<file path="src/rtl/verilog_subset_lexer_unit_macros.svh">
// assertion macros for the lexer unit
// used by the rtl files that carry checks; expects clk and rst_n in scope
`ifndef VERILOG_SUBSET_LEXER_UNIT_MACROS_SVH
`define VERILOG_SUBSET_LEXER_UNIT_MACROS_SVH

// same-cycle implication, checked out of reset
`define VSL_ASSERT_IMP(label, ante, cons) \
  label: assert property (@(posedge clk) disable iff (!rst_n) (ante) |-> (cons)) \
    else $error("lexer check failed");

// next-cycle implication, checked out of reset
`define VSL_ASSERT_NXT(label, ante, cons) \
  label: assert property (@(posedge clk) disable iff (!rst_n) (ante) |=> (cons)) \
    else $error("lexer check failed");

`endif

</file>
<file path="src/rtl/vsl_pkg.sv">
// shared types, character codes, keyword table and token class logic
// no dependencies; used by the controller, datapath and top level
package vsl_pkg;

  // token classes
  localparam logic [3:0] CLS_DECL      = 4'd0;
  localparam logic [3:0] CLS_MODULE    = 4'd1;
  localparam logic [3:0] CLS_ENDMODULE = 4'd2;
  localparam logic [3:0] CLS_BRACKET   = 4'd3;
  localparam logic [3:0] CLS_COMMA     = 4'd4;
  localparam logic [3:0] CLS_SEMI      = 4'd5;
  localparam logic [3:0] CLS_NUMBER    = 4'd6;
  localparam logic [3:0] CLS_ASSIGN_EQ = 4'd7;
  localparam logic [3:0] CLS_OPERATOR  = 4'd8;
  localparam logic [3:0] CLS_DIRECTION = 4'd9;
  localparam logic [3:0] CLS_IF        = 4'd10;
  localparam logic [3:0] CLS_ASSIGN    = 4'd11;
  localparam logic [3:0] CLS_ALWAYS    = 4'd12;
  localparam logic [3:0] CLS_POSEDGE   = 4'd13;
  localparam logic [3:0] CLS_AT        = 4'd14;
  localparam logic [3:0] CLS_NAME      = 4'd15;

  // special characters
  localparam logic [7:0] CH_NUL     = 8'h00;
  localparam logic [7:0] CH_NL      = 8'h0A;
  localparam logic [7:0] CH_SPACE   = 8'h20;
  localparam logic [7:0] CH_SEMI    = 8'h3B;
  localparam logic [7:0] CH_LBRACE  = 8'h7B;
  localparam logic [7:0] CH_RBRACE  = 8'h7D;
  localparam logic [7:0] CH_LPAREN  = 8'h28;
  localparam logic [7:0] CH_RPAREN  = 8'h29;
  localparam logic [7:0] CH_COMMA   = 8'h2C;
  localparam logic [7:0] CH_PLUS    = 8'h2B;
  localparam logic [7:0] CH_AMP     = 8'h26;
  localparam logic [7:0] CH_PIPE    = 8'h7C;
  localparam logic [7:0] CH_MINUS   = 8'h2D;
  localparam logic [7:0] CH_CARET   = 8'h5E;
  localparam logic [7:0] CH_TILDE   = 8'h7E;
  localparam logic [7:0] CH_BANG    = 8'h21;
  localparam logic [7:0] CH_COLON   = 8'h3A;
  localparam logic [7:0] CH_AT      = 8'h40;
  localparam logic [7:0] CH_LSQUARE = 8'h5B;
  localparam logic [7:0] CH_ZERO    = 8'h30;
  localparam logic [7:0] CH_NINE    = 8'h39;

  // keyword table, text right aligned, first character in the highest used byte
  localparam int NUM_KW  = 16;
  localparam int KW_REG       = 0;
  localparam int KW_WIRE      = 1;
  localparam int KW_MODULE    = 2;
  localparam int KW_ENDMODULE = 3;
  localparam int KW_BEGIN     = 4;
  localparam int KW_END       = 5;
  localparam int KW_EQ        = 6;
  localparam int KW_EQEQ      = 7;
  localparam int KW_GE        = 8;
  localparam int KW_LE        = 9;
  localparam int KW_INPUT     = 10;
  localparam int KW_OUTPUT    = 11;
  localparam int KW_IF        = 12;
  localparam int KW_ASSIGN    = 13;
  localparam int KW_ALWAYS    = 14;
  localparam int KW_POSEDGE   = 15;

  localparam logic [71:0] KW_TEXT [NUM_KW] = '{
    72'("reg"), 72'("wire"), 72'("module"), 72'("endmodule"),
    72'("begin"), 72'("end"), 72'("="), 72'("=="),
    72'(">="), 72'("<="), 72'("input"), 72'("output"),
    72'("if"), 72'("assign"), 72'("always"), 72'("posedge")
  };

  localparam logic [3:0] KW_LEN [NUM_KW] = '{
    4'd3, 4'd4, 4'd6, 4'd9, 4'd5, 4'd3, 4'd1, 4'd2,
    4'd2, 4'd2, 4'd5, 4'd6, 4'd2, 4'd6, 4'd6, 4'd7
  };

  typedef logic [NUM_KW-1:0] kw_vec_t;

  // controller state
  typedef enum logic [1:0] {
    S_IDLE,
    S_TOK,
    S_DLM
  } vsl_state_t;

  // controller to datapath
  typedef struct packed {
    logic accept;   // input item taken this cycle
    logic adv;      // token character taken, step to the next one
    logic sel_dlm;  // result channel shows the delimiter
  } vsl_cmd_t;

  // datapath to controller
  typedef struct packed {
    logic term_tok;  // incoming byte ends a non-empty token
    logic in_dlm;    // incoming byte is a delimiter
    logic tok_last;  // current token character is the final one
    logic dlm_pend;  // a delimiter follows the token
  } vsl_stat_t;

  // character j of keyword k, valid only for j below its length
  function automatic logic [7:0] kw_char(input int k, input logic [3:0] j);
    logic [3:0]  sh;
    logic [71:0] w;
    sh = KW_LEN[k] - 4'd1 - j;
    w  = KW_TEXT[k] >> {sh, 3'b000};
    return w[7:0];
  endfunction

  function automatic logic is_delim(input logic [7:0] c);
    case (c)
      CH_SEMI, CH_LBRACE, CH_RBRACE, CH_LPAREN, CH_RPAREN, CH_COMMA, CH_PLUS,
      CH_AMP, CH_PIPE, CH_MINUS, CH_CARET, CH_TILDE, CH_BANG, CH_COLON,
      CH_AT:   return 1'b1;
      default: return 1'b0;
    endcase
  endfunction

  // class from the first character and the exact keyword hits, in priority order
  function automatic logic [3:0] class_of(input logic [7:0] f, input kw_vec_t ex);
    logic [3:0] cls;
    cls = CLS_NAME;
    if (ex[KW_REG] || ex[KW_WIRE]) cls = CLS_DECL;
    else if (ex[KW_MODULE]) cls = CLS_MODULE;
    else if (ex[KW_ENDMODULE]) cls = CLS_ENDMODULE;
    else if (f == CH_LPAREN || f == CH_RPAREN || f == CH_LBRACE || f == CH_RBRACE ||
             ex[KW_BEGIN] || ex[KW_END]) cls = CLS_BRACKET;
    else if (f == CH_COMMA) cls = CLS_COMMA;
    else if (f == CH_SEMI) cls = CLS_SEMI;
    else if ((f >= CH_ZERO && f <= CH_NINE) || f == CH_LSQUARE) cls = CLS_NUMBER;
    else if (ex[KW_EQ]) cls = CLS_ASSIGN_EQ;
    else if (f == CH_PLUS || f == CH_MINUS || f == CH_TILDE || f == CH_BANG ||
             f == CH_AMP || f == CH_PIPE || f == CH_CARET || f == CH_COLON ||
             ex[KW_EQEQ] || ex[KW_GE] || ex[KW_LE]) cls = CLS_OPERATOR;
    else if (ex[KW_INPUT] || ex[KW_OUTPUT]) cls = CLS_DIRECTION;
    else if (ex[KW_IF]) cls = CLS_IF;
    else if (ex[KW_ASSIGN]) cls = CLS_ASSIGN;
    else if (ex[KW_ALWAYS]) cls = CLS_ALWAYS;
    else if (ex[KW_POSEDGE]) cls = CLS_POSEDGE;
    else if (f == CH_AT) cls = CLS_AT;
    return cls;
  endfunction

endpackage

</file>
<file path="src/rtl/vsl_ifs.sv">
// valid/ready channel interfaces for the byte input and the token output
// no dependencies
interface vsl_in_if;
  logic       valid;
  logic       ready;
  logic [7:0] char_code;

  modport source (output valid, output char_code, input ready);
  modport sink   (input valid, input char_code, output ready);
endinterface

interface vsl_out_if;
  logic        valid;
  logic        ready;
  logic [7:0]  token_char;
  logic [3:0]  token_class;
  logic [15:0] line_number;
  logic        token_last;
  logic        token_truncated;

  modport source (output valid, output token_char, output token_class,
                  output line_number, output token_last, output token_truncated,
                  input ready);
  modport sink   (input valid, input token_char, input token_class,
                  input line_number, input token_last, input token_truncated,
                  output ready);
endinterface

</file>
<file path="src/rtl/vsl_ctrl.sv">
// lexer controller: sequences byte intake and token character output
// depends on vsl_pkg
module vsl_ctrl import vsl_pkg::*; (
  input  logic      clk,
  input  logic      rst_n,
  input  logic      in_valid,
  output logic      in_ready,
  output logic      out_valid,
  input  logic      out_ready,
  input  vsl_stat_t stat,
  output vsl_cmd_t  cmd
);

  vsl_state_t state_r, state_nxt;

  // state register
  always_ff @(posedge clk) begin
    if (!rst_n) begin
      state_r <= S_IDLE;
    end else begin
      state_r <= state_nxt;
    end
  end

  // next state and commands
  always_comb begin
    state_nxt   = state_r;
    in_ready    = 1'b0;
    out_valid   = 1'b0;
    cmd.accept  = 1'b0;
    cmd.adv     = 1'b0;
    cmd.sel_dlm = 1'b0;
    unique case (state_r)
      S_IDLE: begin
        in_ready   = 1'b1;
        cmd.accept = in_valid;
        if (in_valid) begin
          if (stat.term_tok) begin
            state_nxt = S_TOK;
          end else if (stat.in_dlm) begin
            state_nxt = S_DLM;
          end
        end
      end
      S_TOK: begin
        out_valid = 1'b1;
        cmd.adv   = out_ready;
        if (out_ready && stat.tok_last) begin
          state_nxt = stat.dlm_pend ? S_DLM : S_IDLE;
        end
      end
      S_DLM: begin
        out_valid   = 1'b1;
        cmd.sel_dlm = 1'b1;
        if (out_ready) begin
          state_nxt = S_IDLE;
        end
      end
      default: begin
        state_nxt = S_IDLE;
      end
    endcase
  end

endmodule

</file>
<file path="src/rtl/vsl_dpath.sv">
// lexer datapath: token buffer memory, keyword matchers, line counter, output registers
// depends on vsl_pkg and the assertion macro header
`include "verilog_subset_lexer_unit_macros.svh"

module vsl_dpath import vsl_pkg::*; #(
  parameter int TOKEN_CHARS = 31,
  parameter int LINE_BITS   = 16
) (
  input  logic        clk,
  input  logic        rst_n,
  input  logic [7:0]  in_char,
  input  vsl_cmd_t    cmd,
  output vsl_stat_t   stat,
  output logic [7:0]  token_char,
  output logic [3:0]  token_class,
  output logic [15:0] line_number,
  output logic        token_last,
  output logic        token_truncated
);

  localparam int AW = $clog2(TOKEN_CHARS);
  localparam int CW = $clog2(TOKEN_CHARS + 1);
  localparam logic [CW-1:0] FULL = CW'(TOKEN_CHARS);
  localparam logic [LINE_BITS-1:0] LINE_MAX = '1;
  localparam logic [LINE_BITS-1:0] LINE_ONE = LINE_BITS'(1);

  // token buffer
  logic [7:0] mem [TOKEN_CHARS];

  // pending token state
  logic [CW-1:0]        len_r;
  logic                 ovf_r;
  logic [7:0]           first_r;
  kw_vec_t              match_r;
  logic [LINE_BITS-1:0] line_r;

  // emitted token state
  logic [CW-1:0] tok_len_r;
  logic [3:0]    tok_cls_r;
  logic          tok_trunc_r;
  logic [15:0]   tok_line_r;
  logic [AW-1:0] rd_idx_r;
  logic [7:0]    rd_q_r;
  logic          dlm_pend_r;
  logic [7:0]    dlm_char_r;
  logic [3:0]    dlm_cls_r;

  logic                   in_is_dlm;
  logic                   in_is_term;
  logic                   wr_en;
  logic [AW-1:0]          rd_addr;
  kw_vec_t                match_upd;
  kw_vec_t                exact;
  logic [LINE_BITS+15:0]  line_ext;

  // byte decode
  assign in_is_dlm  = is_delim(in_char);
  assign in_is_term = in_is_dlm || in_char == CH_SPACE || in_char == CH_NL ||
                      in_char == CH_NUL;
  assign wr_en      = cmd.accept && !in_is_term && len_r < FULL;
  assign rd_addr    = cmd.accept ? '0 : rd_idx_r + AW'(1);
  assign line_ext   = {16'b0, line_r};

  // keyword matchers, one per keyword, stepped by each kept character
  always_comb begin
    for (int k = 0; k < NUM_KW; k++) begin
      match_upd[k] = (len_r == '0 || match_r[k]) && len_r < CW'(KW_LEN[k]) &&
                     in_char == kw_char(k, len_r[3:0]);
      exact[k]     = match_r[k] && len_r == CW'(KW_LEN[k]);
    end
  end

  // buffer write and registered read
  always_ff @(posedge clk) begin
    if (wr_en) begin
      mem[len_r[AW-1:0]] <= in_char;
    end
    if (cmd.accept || cmd.adv) begin
      rd_q_r <= mem[rd_addr];
    end
  end

  // pending token and line counter
  always_ff @(posedge clk) begin
    if (!rst_n) begin
      len_r      <= '0;
      ovf_r      <= 1'b0;
      match_r    <= '0;
      line_r     <= LINE_ONE;
      dlm_pend_r <= 1'b0;
    end else if (cmd.accept) begin
      if (in_is_term) begin
        len_r      <= '0;
        ovf_r      <= 1'b0;
        match_r    <= '0;
        dlm_pend_r <= in_is_dlm;
        if (in_char == CH_NL && line_r != LINE_MAX) begin
          line_r <= line_r + LINE_ONE;
        end else if (in_char == CH_NUL) begin
          line_r <= LINE_ONE;
        end
      end else if (len_r < FULL) begin
        len_r   <= len_r + CW'(1);
        match_r <= match_upd;
      end else begin
        ovf_r <= 1'b1;
      end
    end
  end

  // token snapshot at the terminating byte
  always_ff @(posedge clk) begin
    if (cmd.accept) begin
      tok_line_r <= line_ext[15:0];
      dlm_char_r <= in_char;
      dlm_cls_r  <= class_of(in_char, '0);
      if (!in_is_term && len_r == '0) begin
        first_r <= in_char;
      end
      if (in_is_term) begin
        tok_len_r   <= len_r;
        tok_cls_r   <= class_of(first_r, exact);
        tok_trunc_r <= ovf_r;
      end
    end
  end

  // read index
  always_ff @(posedge clk) begin
    if (cmd.accept) begin
      rd_idx_r <= '0;
    end else if (cmd.adv) begin
      rd_idx_r <= rd_idx_r + AW'(1);
    end
  end

  // status
  assign stat.term_tok = in_is_term && len_r != '0;
  assign stat.in_dlm   = in_is_dlm;
  assign stat.tok_last = CW'(rd_idx_r) + CW'(1) == tok_len_r;
  assign stat.dlm_pend = dlm_pend_r;

  // result payload
  assign token_char      = cmd.sel_dlm ? dlm_char_r : rd_q_r;
  assign token_class     = cmd.sel_dlm ? dlm_cls_r : tok_cls_r;
  assign line_number     = tok_line_r;
  assign token_last      = cmd.sel_dlm || stat.tok_last;
  assign token_truncated = !cmd.sel_dlm && tok_trunc_r;

  // checks
  `VSL_ASSERT_IMP(a_ovf_needs_full, ovf_r, len_r == FULL)
  `VSL_ASSERT_IMP(a_line_nonzero, 1'b1, line_r != '0)
  `VSL_ASSERT_NXT(a_flush_clears, cmd.accept && in_is_term, len_r == '0 && !ovf_r)
  `VSL_ASSERT_NXT(a_rd_step, cmd.adv && !cmd.accept, rd_idx_r == $past(rd_idx_r) + AW'(1))

endmodule

</file>
<file path="src/rtl/verilog_subset_lexer_unit.sv">
// lexer top level: an ordinary byte is taken whenever the controller is idle; a terminating
// byte holds off input while the token characters are sent, at one character a cycle while
// the receiver is ready, from the token buffer memory (registered read), then any trailing delimiter token.
// first character appears in the cycle after the terminating byte is taken.
// synchronous active-low reset: buffer empty, overflow flag clear, line counter at 1,
// controller idle; the buffer memory itself is not cleared.
module verilog_subset_lexer_unit import vsl_pkg::*; #(
  parameter int TOKEN_CHARS = 31,
  parameter int LINE_BITS   = 16
) (
  input logic       clk,
  input logic       rst_n,
  vsl_in_if.sink    in_if,
  vsl_out_if.source out_if
);

  vsl_cmd_t  cmd;
  vsl_stat_t stat;

  // controller
  vsl_ctrl u_ctrl (
    .clk       (clk),
    .rst_n     (rst_n),
    .in_valid  (in_if.valid),
    .in_ready  (in_if.ready),
    .out_valid (out_if.valid),
    .out_ready (out_if.ready),
    .stat      (stat),
    .cmd       (cmd)
  );

  // datapath
  vsl_dpath #(
    .TOKEN_CHARS (TOKEN_CHARS),
    .LINE_BITS   (LINE_BITS)
  ) u_dpath (
    .clk             (clk),
    .rst_n           (rst_n),
    .in_char         (in_if.char_code),
    .cmd             (cmd),
    .stat            (stat),
    .token_char      (out_if.token_char),
    .token_class     (out_if.token_class),
    .line_number     (out_if.line_number),
    .token_last      (out_if.token_last),
    .token_truncated (out_if.token_truncated)
  );

endmodule

</file>
<file path="src/flat_wrapper.sv">
// flat-port wrapper written by rule: the top's interface ports become plain ports
module verilog_subset_lexer_unit_flat import vsl_pkg::*;
#(
  parameter int TOKEN_CHARS = 31,
  parameter int LINE_BITS   = 16
)
  (clk, rst_n, in_if_valid, in_if_char_code, in_if_ready, out_if_valid, out_if_token_char, out_if_token_class, out_if_line_number, out_if_token_last, out_if_token_truncated, out_if_ready);
  vsl_in_if in_if_i ();
  vsl_out_if out_if_i ();
  input logic clk;
  input logic rst_n;
  input wire logic [$bits(in_if_i.valid)-1:0] in_if_valid;
  input wire logic [$bits(in_if_i.char_code)-1:0] in_if_char_code;
  output wire logic [$bits(in_if_i.ready)-1:0] in_if_ready;
  output wire logic [$bits(out_if_i.valid)-1:0] out_if_valid;
  output wire logic [$bits(out_if_i.token_char)-1:0] out_if_token_char;
  output wire logic [$bits(out_if_i.token_class)-1:0] out_if_token_class;
  output wire logic [$bits(out_if_i.line_number)-1:0] out_if_line_number;
  output wire logic [$bits(out_if_i.token_last)-1:0] out_if_token_last;
  output wire logic [$bits(out_if_i.token_truncated)-1:0] out_if_token_truncated;
  input wire logic [$bits(out_if_i.ready)-1:0] out_if_ready;
  assign in_if_i.valid = in_if_valid;
  assign in_if_i.char_code = in_if_char_code;
  assign in_if_ready = in_if_i.ready;
  assign out_if_valid = out_if_i.valid;
  assign out_if_token_char = out_if_i.token_char;
  assign out_if_token_class = out_if_i.token_class;
  assign out_if_line_number = out_if_i.line_number;
  assign out_if_token_last = out_if_i.token_last;
  assign out_if_token_truncated = out_if_i.token_truncated;
  assign out_if_i.ready = out_if_ready;
  verilog_subset_lexer_unit #(.TOKEN_CHARS(TOKEN_CHARS), .LINE_BITS(LINE_BITS)) u_core (.clk(clk), .rst_n(rst_n), .in_if(in_if_i), .out_if(out_if_i));
endmodule
</file>
<file path="config.mk">
export PLATFORM = sky130hd
export DESIGN_NAME = verilog_subset_lexer_unit_flat
export DESIGN_NICKNAME = d
export VERILOG_FILES = /design/src/rtl/vsl_pkg.sv /design/src/rtl/vsl_ifs.sv /design/src/rtl/vsl_ctrl.sv /design/src/rtl/vsl_dpath.sv /design/src/rtl/verilog_subset_lexer_unit.sv /design/src/flat_wrapper.sv
export VERILOG_INCLUDE_DIRS = /design/src /design/src/rtl
export SDC_FILE = /design/constraint.sdc
export NUM_CORES = 1
export LEC_CHECK = 0
export ABC_AREA = 1
export BUFFER_PORTS_ARGS = -buffer_cell sky130_fd_sc_hd__buf_4
export CORE_MARGIN = 8
export CORE_UTILIZATION = 44
export CTS_BUF_LIST = sky130_fd_sc_hd__clkbuf_4 sky130_fd_sc_hd__clkbuf_8
export CTS_CLUSTER_DIAMETER = 200
export DETAILED_ROUTE_END_ITERATION = 8
export SYNTH_ARGS = -nofsm -noshare
export SYNTH_HDL_FRONTEND = slang
export SYNTH_SLANG_ARGS = --single-unit
</file>
<file path="constraint.sdc">
create_clock -name clk -period 3.1 [get_ports clk]
set_input_delay 0.62 -clock clk [delete_from_list [all_inputs] [get_ports clk]]
set_output_delay 0.62 -clock clk [all_outputs]
set_load 0.005 [all_outputs]
</file>
Yosys cells after proc, flatten, opt, wreduce, memory -nomap -nowiden
Memory sizes are Yosys's and may differ from the RTL's. A register that Yosys moved wholly into a read port is not among the register bits.
Index checks and enable logic that the tools add are counted.
W data, S select, Z words.
{"block": "word_totals", "out_inout_bits": 32, "wordCells": 298, "n_memories": 1, "regBits": 92, "inputBits": 12, "mem_bits_rw": 248}
{"memory": "u_core.u_dpath.mem", "words": 31, "word_bits": 8, "read_ports": 1, "rd_clocked_by_memory_dff": 1, "wr": 1, "line": "vsl_dpath.sv:28", "text": "logic [7:0] mem [TOKEN_CHARS];"}
{"block": "op_classes", "muxes": 45, "n_addsub": 11, "n_reduce_logical": 127, "order_cmp": 13, "n_eq_ne": 67, "n_shift": 16}
{"op": "$shr A47 B7 Y8 const A", "n": 4}
{"op": "$eq A8 B6 Y1 const B", "n": 19}
{"op": "$eq A8 B8 Y1", "n": 16}
{"op": "$eq A8 B7 Y1 const B", "n": 14}
{"op": "$shr A39 B7 Y8 const A", "n": 2}
{"op": "$shr A71 B7 Y8 const A", "n": 1}
{"op": "$mux W16", "n": 4}
{"op": "$logic_and A1 B1 Y1", "n": 57}
{"op": "$shr A55 B7 Y8 const A", "n": 1}
{"op": "$logic_or A1 B1 Y1", "n": 50}
{"op": "$shr A23 B7 Y8 const A", "n": 2}
{"op": "$shr A14 B7 Y8 const A", "n": 3}
{"op": "$mux W3", "n": 12}
{"op": "$shr A31 B7 Y8 const A", "n": 1}
{"op": "$eq A5 B3 Y1 const B", "n": 4}
{"op": "$lt A5 B3 Y1 const B", "n": 4}
{"op": "$mux W2", "n": 10}
{"op": "$add A16 B1 Y16 const B", "n": 1}
{"op": "$ge A8 B6 Y1 const B", "n": 2}
{"op": "$le A8 B6 Y1 const B", "n": 2}
{"op": "$ne A16 B16 Y1 const B", "n": 1}
{"op": "$mux W5", "n": 3}
{"op": "$reduce_or A15 Y1", "n": 1}
{"op": "$shr A15 B7 Y8 const A", "n": 1}
{"op": "other kinds (35)", "n": 64}

Depth between registers and ports, before layout
Gate-level depths: netlist (run 1).
{"block": "logic_depth", "ltp_word": 19, "ltp_mapped": 19, "mapped_depth_nobuf": 18}

Cells and area by module
A second synthesis (run 1) with hierarchy kept.
{"block": "hier_totals", "hier_cells": 1667, "hier_area_um2": 16691.0}
{"mod": "vsl_dpath", "seq_area_each_um2": 9949.5, "cells_each": 1630, "n_inst": 1, "area_per_inst_um2": 16467.0}
{"mod": "vsl_ctrl", "seq_area_each_um2": 40.0, "cells_each": 37, "n_inst": 1, "area_per_inst_um2": 224.0}

Worst setup path before layout (run 1)
No wires, ideal clock.
{"block": "synth_timing", "path_kind": "input to register", "startpoint": "in in_if_char_code[2]", "endpoint": "mem u_core.u_dpath.mem[29][0], enable pin", "n_path_buf": 2, "arrival_time_ps": 2366, "setup_time_ps": 370, "stages": 13, "required_ps": 2730, "setup_slack_ps": 364, "path_cell_list": "buf_2 -> nand2_1 -> inv_2 -> nand2_1 -> nand2_1 -> nand2_1 -> nand2_1 -> nor3_2 -> nand3_2 -> nor3_2 -> buf_4 -> nand2_2 -> nor2_1"}
{"block": "synth_between", "elab_chain_len": 11, "elab_cells_between_ends": 28, "cone_classes": "eq/ne (17); mux (3); reduce/logical (8)"}
{"element": "start, declared", "line": "flat_wrapper.sv:13", "text": "input wire logic [$bits(in_if_i.char_code)-1:0] in_if_char_code;"}
{"element": "$eq A8 B6 Y1 / $eq A8 B7 Y1 (equally long branches)", "line": "vsl_pkg.sv:111", "text": "case (c)"}
{"element": "$reduce_or A15 Y1", "line": "vsl_pkg.sv:111"}
{"element": "$mux W1", "line": "vsl_pkg.sv:111"}
{"element": "$logic_or A1 B1 Y1 (2 in a row)", "line": "vsl_dpath.sv:58", "text": "assign in_is_term = in_is_dlm || in_char == CH_SPACE || in_char == CH_NL ||"}
{"element": "$logic_or A1 B1 Y1 *", "line": "vsl_dpath.sv:58"}
{"element": "$logic_not A1 Y1 *", "line": "vsl_dpath.sv:60", "text": "assign wr_en = cmd.accept && !in_is_term && len_r < FULL;"}
{"element": "$logic_and A1 B1 Y1 * (2 in a row)", "line": "vsl_dpath.sv:60"}
{"element": "$mux W1 *", "line": "vsl_dpath.sv:75", "text": "if (wr_en) begin"}
{"element": "$mux W1 (not written as such) *", "line": "vsl_dpath.sv:76", "text": "mem[len_r[AW-1:0]] <= in_char;"}
{"element": "end, declared", "line": "vsl_dpath.sv:28"}
Every way passes the cells marked *; elsewhere a longest branch is shown, timed or not.

Worst setup path after layout (run 1)
{"block": "layout_timing", "startpoint": "reg u_core.u_dpath.rd_idx_r[1]", "endpoint": "out out_if_token_last"}
{"block": "layout_between", "elab_chain_len": 3}
{"element": "start, declared", "line": "vsl_dpath.sv:42", "text": "logic [AW-1:0] rd_idx_r;"}
{"element": "start signal, assigned", "line": "vsl_dpath.sv:133", "text": "rd_idx_r <= rd_idx_r + AW'(1);"}
{"element": "$add A5 B1 Y5", "line": "vsl_dpath.sv:140", "text": "assign stat.tok_last = CW'(rd_idx_r) + CW'(1) == tok_len_r;"}
{"element": "$eq A5 B5 Y1", "line": "vsl_dpath.sv:140"}
{"element": "$logic_or A1 B1 Y1", "line": "vsl_dpath.sv:147", "text": "assign token_last = cmd.sel_dlm || stat.tok_last;"}
{"element": "end, declared", "line": "flat_wrapper.sv:19", "text": "output wire logic [$bits(out_if_i.token_last)-1:0] out_if_token_last;"}
No other way between the ends.

==> key figures, run 1 <==
Run status
  – Outcome: completed

Clock tree
  – CTS Buf Count: 58
  – CTS sink cnt: 348
  – Postcts setup bufs: 0
  – Cts hold-fix bufs: 0
  – Root Buffer: clkbuf_8
  – CTS tree: done
  – Clock Latency Late Sink: 0.65 ns
  – CTS resizes: 0
  – H-Tree Depth: 2
  – Clock-pin slew on the worst setup and hold paths: 0.06 ns
  – Max Root-Sink Buffers: 3

Yosys
  – Largest family of logic cells by synthesized area: simple AND/OR/NAND/NOR gates
  – Post-Syn Area per Cell: 9.86 um2
  – Compound-Gate Fraction of Synth Area: 11.9%
  – Synth Cell Area: 16600 um2
  – Simple-gate share of the synthesized area: 18.8%
  – Post-synth top flop: edfxtp_1
  – Xor/xnor share of the synthesized area: 2.49%
  – Post-synthesis sequential area ratio: 60.4%
  – Adder-cell area share of the yosys netlist: 1.97%
  – Synth Instances: 1678
  – Ys Warns: 0
  – Seq cells post-synth: 348
  – Post-synth ARST share: 0%
  – Syn nets: 1716
  – Synth cell types: 44
  – Number of enable flip-flop cells after synthesis: 302
  – Post-synthesis mux area share: 0.0680%

Timing
  – Worst Max-Slew Pin Slew: 0.682 ns
  – Fin. Hold Viols: 0
  – RSZ-0062 raised after global routing: false
  – Setup violations, final: 0
  – Post-route clock skew: 0.0361 ns
  – Period minus WS final: 2.87 ns
  – Peak Freq: 348 MHz
  – Period utilization: 92.6%
  – Pins Over Slew Limit: 0
  – TNS Setup: 0 ns
  – Slew margin rel.: 54.5%

Critical path
  – CP Launch Type: flop
  – CP max stage cell: dfxtp_1
  – Req. time, crit path: 2.48 ns
  – Crit-path max cell delay: 0.36 ns
  – Worst Path Max Fanout: 4
  – Most used cell, CP: nand2_1
  – Worst Path Arrival: 2.25 ns
  – Critical path class: reg -> out
  – Setup crit end kind: output pin
  – Worst path cell trace: ha_2 > inv_1 > nand2_1 > nand2_1 > xor2_1 > nand2_1 > nor2_1 > nand3_1 > nand2_1 > buf_4

Cells and area
  – Share of layout cells above drive strength 1: 14.8%
  – Non-filler cells, final: 2345
  – FF+latch area: 9990 um2
  – Multi-input gate area: 5850 um2
  – Area growth, synth to finish: 15.7%
  – Filler Cell Count: 3455
  – Final nets: 1823

Placed design
  – Port Buffers: 43
  – DPL Wire Length: 32900 um
  – Placer Congestion: 0.946
  – # placed instances: 2236

Global route
  – Initial antenna violation count: 4
  – Largest net degree at the start of global routing: 91
  – Number of global-route vias before repair: 12698
  – First-pass GRT wire length: 75400 um
  – Total gr overflow: 0
  – All-Layer GR Usage: 22.0%

Power and ir drop
  – Leak pwr: 7.01 nW
  – Max IR drop VDD: 0.000371 V
  – P per Cell Area: 576 nW/um2

Detailed routing
  – Drt wl/cell: 20.9 um
  – Via density: 5.56
  – Routed via count: 13036
  – Detail Route Antenna Nets: 0
  – Routed WL: 49000 um
  – Iter 0 DRT Violations: 1280
  – First drt pass iteration count: 5
  – DR DRC count: 0

Floorplan
  – Initial Util: 44.3%
  – Core area: 37400 um2
  – # IOs: 44
  – Horiz. Die Dim: 210 um
  – FP Rows: 71
  – Die extent in y: 210 um
  – Die Area: 44100 um2

Run
  – Max capacitance violation total: 0

Min path
  – Worst Hold Class: in -> reg
path summary, 6_finish.rpt:
path / start / endpoint / slack (ns) / depth (start not counted)
min reg2reg: u_core.u_dpath.ovf_r$_SDFFE_PN0P_ / u_core.u_dpath.tok_trunc_r$_DFFE_PP_ / 0.43 / 0
max reg2reg: u_core.u_dpath.line_r[0]$_SDFFE_PN1P_ / u_core.u_dpath.line_r[15]$_SDFFE_PN0P_ / 0.23 / 10
max: u_core.u_dpath.rd_idx_r[1]$_SDFFE_PP0P_ / out_if_token_last / 0.23 / 10
min: in_if_char_code[4] / u_core.u_dpath.first_r[4]$_DFFE_PP_ / 0.24 / 1
per-stage QoR:
| stage | worst slack (ns) | total power, mW | cell area [um2] | hold slack, ns | utilization, % |
|---|---|---|---|---|---|
| finish | 0.229 | 11.0 | 19200 | 0.240 | 51.2 |
| global route | 0.0314 | 11.4 | 19200 | 0.196 | 51.2 |
| CTS | 0.0868 | 11.1 | 19100 | 0.182 | 51.2 |
| detailed placement | 0.165 | 6.73 | 17900 | 0.422 | 47.7 |
| global placement | 0.215 | 6.73 | 17900 | 0.417 | 47.7 |
| floorplan | 0.364 | 6.16 | 16600 | 0.409 | - |
cells by family (layout without fill, tap and decap cells):
kind of cell	count (synthesis)	in the layout
muxes	1	1
other	0	2
DFF	348	348
xor gates and xnor gates	47	47
AOI/OAI and AO/OA	329	329
and+or+nand+nor	744	744
buffers and inverters	183	337
adders and majority gates	26	26
where the power goes:
group          leakage, nW  internal [mW]  switching, mW
Combinational         3.23          0.450          0.979
Clock                0.673           2.52           1.86
Sequential            3.11           5.19         0.0339
Total                 7.01           8.16           2.87
synth_stat cells (10+ instances only):
master | number | area (um2)
nor3_1 | 22 | 110
nand4_1 | 19 | 119
nand2_1 | 321 | 1200
o22ai_1 | 35 | 219
edfxtp_1 | 302 | 9070
nand3_1 | 115 | 576
o211ai_1 | 30 | 225
o21ai_0 | 129 | 646
nor2_1 | 236 | 886
buf_2 | 26 | 130
dfxtp_1 | 46 | 921
a21oi_1 | 70 | 350
clkbuf_1 | 47 | 176
o221ai_1 | 24 | 210
xor2_1 | 44 | 385
a31oi_1 | 10 | 62.6
ha_1 | 26 | 325
inv_1 | 91 | 342
layer usage:
layer / vias up / wire (um) / GRT usage (%)
met3: 107 / 3680 / 3.51
met4: 4 / 1560 / 8.89
met2: 555 / 23000 / 35.8
li1: 6148 / - / -
met5: - / 23 / 0
met1: 6222 / 20800 / 29.3
layout by cell type, fill, tap and decap left out, types with 24 or more instances in the layout:
cell type / n
ha_1: 24
a21oi_1: 70
nand2_1: 319
buf_4: 122
xor2_1: 43
dfxtp_1: 46
edfxtp_1: 302
inv_1: 90
clkbuf_8: 70
o211ai_1: 30
o21ai_0: 128
nor2_1: 235
nand3_1: 115
o22ai_1: 35
o221ai_1: 24
registers in the layout, indices dropped and copies added, names as in the netlist:
name	flops
u_core.u_ctrl.state_r	2
u_core.u_dpath.dlm_char_r	8
u_core.u_dpath.dlm_cls_r	4
u_core.u_dpath.dlm_pend_r	1
u_core.u_dpath.first_r	8
u_core.u_dpath.len_r	5
u_core.u_dpath.line_number	16
u_core.u_dpath.line_r	16
u_core.u_dpath.match_r	16
u_core.u_dpath.mem	248
u_core.u_dpath.ovf_r	1
u_core.u_dpath.rd_idx_r	5
u_core.u_dpath.rd_q_r	8
u_core.u_dpath.tok_cls_r	4
u_core.u_dpath.tok_len_r	5
u_core.u_dpath.tok_trunc_r	1
worst max-delay path: cells and delay by family, from the launching register on:
family / cells / cell delay (ns)
simple gates: 6 / 0.67
flops: 1 / 0.36
fa+ha+maj: 1 / 0.20
xor+xnor: 1 / 0.20
buf+inv: 2 / 0.17
cell type report:
| type | instances | area share [%] |
|---|---|---|
| Sequential cell | 348 | 52.2 |
| Multi-Input combinational cell | 1147 | 30.5 |
| Timing Repair Buffer | 127 | 5.26 |
| Tap cell | 511 | 3.34 |
| Inverter | 103 | 2.03 |
| Antenna cell | 2 | 0.0261 |
| Clock inverter | 18 | 0.888 |
| Clock buffer | 89 | 5.78 |
(Power assumes the default switching activity.)
==> run 2, diff against run 1 <==
- HOLD_SLACK_MARGIN: unset -> 0.05
- PLACE_DENSITY: unset -> 0.61
==> run 2 against run 1 <==
Utilization decreased by 0.90 points. Count of clock-buffer cells in the layout decreased by 14. Wire length decreased by 0.74%. Fmax decreased by 3.8%. Design area decreased by 1.8%. Total power decreased by 4.0%. Via count decreased by 0.21%. Die area unchanged. Combinational power about the same.
==> key figures, run 2 (synthesis gave the netlist of run 1 again) <==
Detailed routing
  – Routed via count: 13009 (was 13036)
  – Drt wl/cell: 21.0 um (was 20.9 um)
  – DR DRC count: 0 (unchanged)
  – Routed WL: 48700 um (was 49000 um)
  – Iter 0 DRT Violations: 1255 (was 1280)
  – First drt pass iteration count: 7 (was 5)
  – Via density: 5.61 (was 5.56)
  – Detail Route Antenna Nets: 0 (unchanged)

Clock tree
  – H-Tree Depth: 2 (unchanged)
  – CTS tree: done (unchanged)
  – Root Buffer: clkbuf_8 (unchanged)
  – Postcts setup bufs: 0 (unchanged)
  – Cts hold-fix bufs: 0 (unchanged)
  – Clock Latency Late Sink: 0.62 ns (was 0.65 ns)
  – Max Root-Sink Buffers: 3 (unchanged)
  – CTS sink cnt: 348 (unchanged)
  – Clock-pin slew on the worst setup and hold paths: 0.06 ns (about the same)
  – CTS Buf Count: 55 (was 58)

Cells and area
  – Max FFs per register: 248 (unchanged)
  – Share of layout cells above drive strength 1: 13.1% (was 14.8%)
  – Commonest non-fill, non-tap cell in the layout: nand2_1 (unchanged)
  – Filler Cell Count: 3414 (was 3455)
  – Ant. Diodes: 0 (was 2)
  – FF+latch area: 9990 um2 (unchanged)
  – Final Core Density: 50.3% (was 51.2%)
  – Final nets: 1800 (was 1823)
  – Commonest cells after routing, fill and taps aside: nand2_1, edfxtp_1, nor2_1 (unchanged)
  – Area growth, synth to finish: 13.7% (was 15.7%)
  – Multi-input gate area: 5840 um2 (was 5850 um2)

Critical path
  – Critical path class: reg -> out (unchanged)
  – Worst Path Arrival: 2.37 ns (was 2.25 ns)
  – CP Launch Type: flop (unchanged)
  – Worst Path Max Fanout: 33 (was 4)
  – Setup crit end kind: output pin (unchanged)
  – Req. time, crit path: 2.48 ns (about the same)

Timing
  – Worst Max-Slew Pin Slew: 0.904 ns (was 0.682 ns)
  – RSZ-0062 raised after global routing: false (unchanged)
  – Slew margin rel.: 39.7% (was 54.5%)
  – Final hold slack: 0.275 ns (was 0.240 ns)
  – Post-route clock skew: 0.0303 ns (was 0.0361 ns)
  – PnR worst setup slack: 0.114 ns (was 0.229 ns)
  – Fin. Hold Viols: 0 (unchanged)
  – Period minus WS final: 2.99 ns (was 2.87 ns)
  – Pins Over Slew Limit: 0 (unchanged)
  – Peak Freq: 335 MHz (was 348 MHz)
  – TNS Setup: 0 ns (unchanged)
  – Period utilization: 96.3% (was 92.6%)
  – Setup violations, final: 0 (unchanged)

Floorplan
  – # IOs: 44 (unchanged)
  – Horiz. Die Dim: 210 um (unchanged)
  – Initial Util: 44.3% (unchanged)
  – Die Area: 44100 um2 (unchanged)
  – Die extent in y: 210 um (unchanged)
  – Core area: 37400 um2 (unchanged)
  – FP Rows: 71 (unchanged)

Min path
  – Worst Hold Class: in -> reg (unchanged)

Power and ir drop
  – NetSw: 2.85 mW (was 2.87 mW)
  – Gate power share: 13.5% (was 13.0%)
  – P per Cell Area: 563 nW/um2 (was 576 nW/um2)
  – Leak pwr: 6.82 nW (was 7.01 nW)
  – Cell-internal power: 7.74 mW (was 8.16 mW)
  – Clock group share of total power: 37.2% (was 39.7%)
  – Switching Fraction: 26.9% (was 26.0%)
  – Max IR drop VDD: 0.000329 V (was 0.000371 V)
  – Reg power frac: 49.3% (was 47.3%)

Run
  – Max capacitance violation total: 0 (unchanged)

Global route
  – Met3 usage: 3.28% (was 3.51%)
  – Number of global-route vias before repair: 12560 (was 12698)
  – Initial antenna violation count: 3 (was 4)
  – Total gr overflow: 0 (unchanged)
  – All-Layer GR Usage: 21.7% (was 22.0%)
  – GR met1 Demand/Resource: 29.3% (about the same)
  – Largest net degree at the start of global routing: 66 (was 91)
  – Grt peak-use layer: met2 (unchanged)
  – First-pass GRT wire length: 74100 um (was 75400 um)
  – Met2 Use GR: 35.5% (was 35.8%)

Run status
  – Outcome: completed (unchanged)

Placed design
  – Port Buffers: 43 (unchanged)
  – Placer Congestion: 0.921 (was 0.946)
  – DPL Wire Length: 32300 um (was 32900 um)
  – Worst slack at placement: -0.0858 ns (was 0.165 ns)
## run 2: changes by cell type in the layout (fill, tap and decap cells not counted), moves of 2 or more
cell / change
clkbuf_8: -13
buf_4: -19
diode_2: -2
clkinv_1: +8
clkinv_2: +5
clkinvlp_4: -2
## run 2: power by group through the flow
stage	combinational, mW	clock [mW]	sequential (mW)
floorplan	0.843	0	5.31
global placement	1.41	0	5.32
detailed placement	1.42	0	5.32
CTS	1.42	3.99	5.22
global route	1.57	4.20	5.23
finish	1.43	3.94	5.22
## run 2: worst paths after layout
check	slack (ns)	from	cells past startpoint	endpoint
hold reg to reg	0.45	u_core.u_dpath.ovf_r$_SDFFE_PN0P_	0	u_core.u_dpath.tok_trunc_r$_DFFE_PP_
setup / recovery	0.11	u_core.u_dpath.rd_idx_r[0]$_SDFFE_PP0P_	7	out_if_token_last
hold / removal	0.27	in_if_char_code[2]	1	u_core.u_dpath.first_r[2]$_DFFE_PP_
setup reg to reg	0.38	u_core.u_dpath.len_r[1]$_SDFFE_PN0P_	15	u_core.u_dpath.match_r[4]$_SDFFE_PN0P_
## run 2: final cells by class
cell class                      count  share of cell area [%]
Tap cell                          511                    3.40
Clock buffer                       75                    4.89
Clock inverter                     28                   0.998
Timing Repair Buffer              107                    4.54
Inverter                          103                    2.06
Sequential cell                   348                    53.1
Multi-Input combinational cell   1147                    31.0
## run 2: repair_timing
| item | 4_1_cts | 5_1_grt |
|---|---|---|
| resized for setup | 1 | 0 |
| hold endpoints to repair | 0 | 0 |
| setup endpoints to repair | 13 | 0 |
## run 2: metal layers
layer,vias to the layer above,share of wire (%)
li1,6116,-
met3,88,7.5
met1,6217,43
met5,-,0
met4,0,2.8
met2,588,47
## run 2: critical path, cell delays in order, from the launching register on
cell and delay [ns]:
dfxtp_1 0.33, buf_4 0.35, nand3_1 0.14, xor2_1 0.31, xor2_1 0.24, nand3_1 0.12, nand2_1 0.14, buf_4 0.14
## run 2: metrics by stage
stage	total power, mW	cell area, um2	std cells
floorplan	6.16	16600	1678
global placement	6.73	17700	2216
detailed placement	6.74	17700	2216
CTS	10.6	18800	2319
global route	11.0	18800	2319
finish	10.6	18800	2319
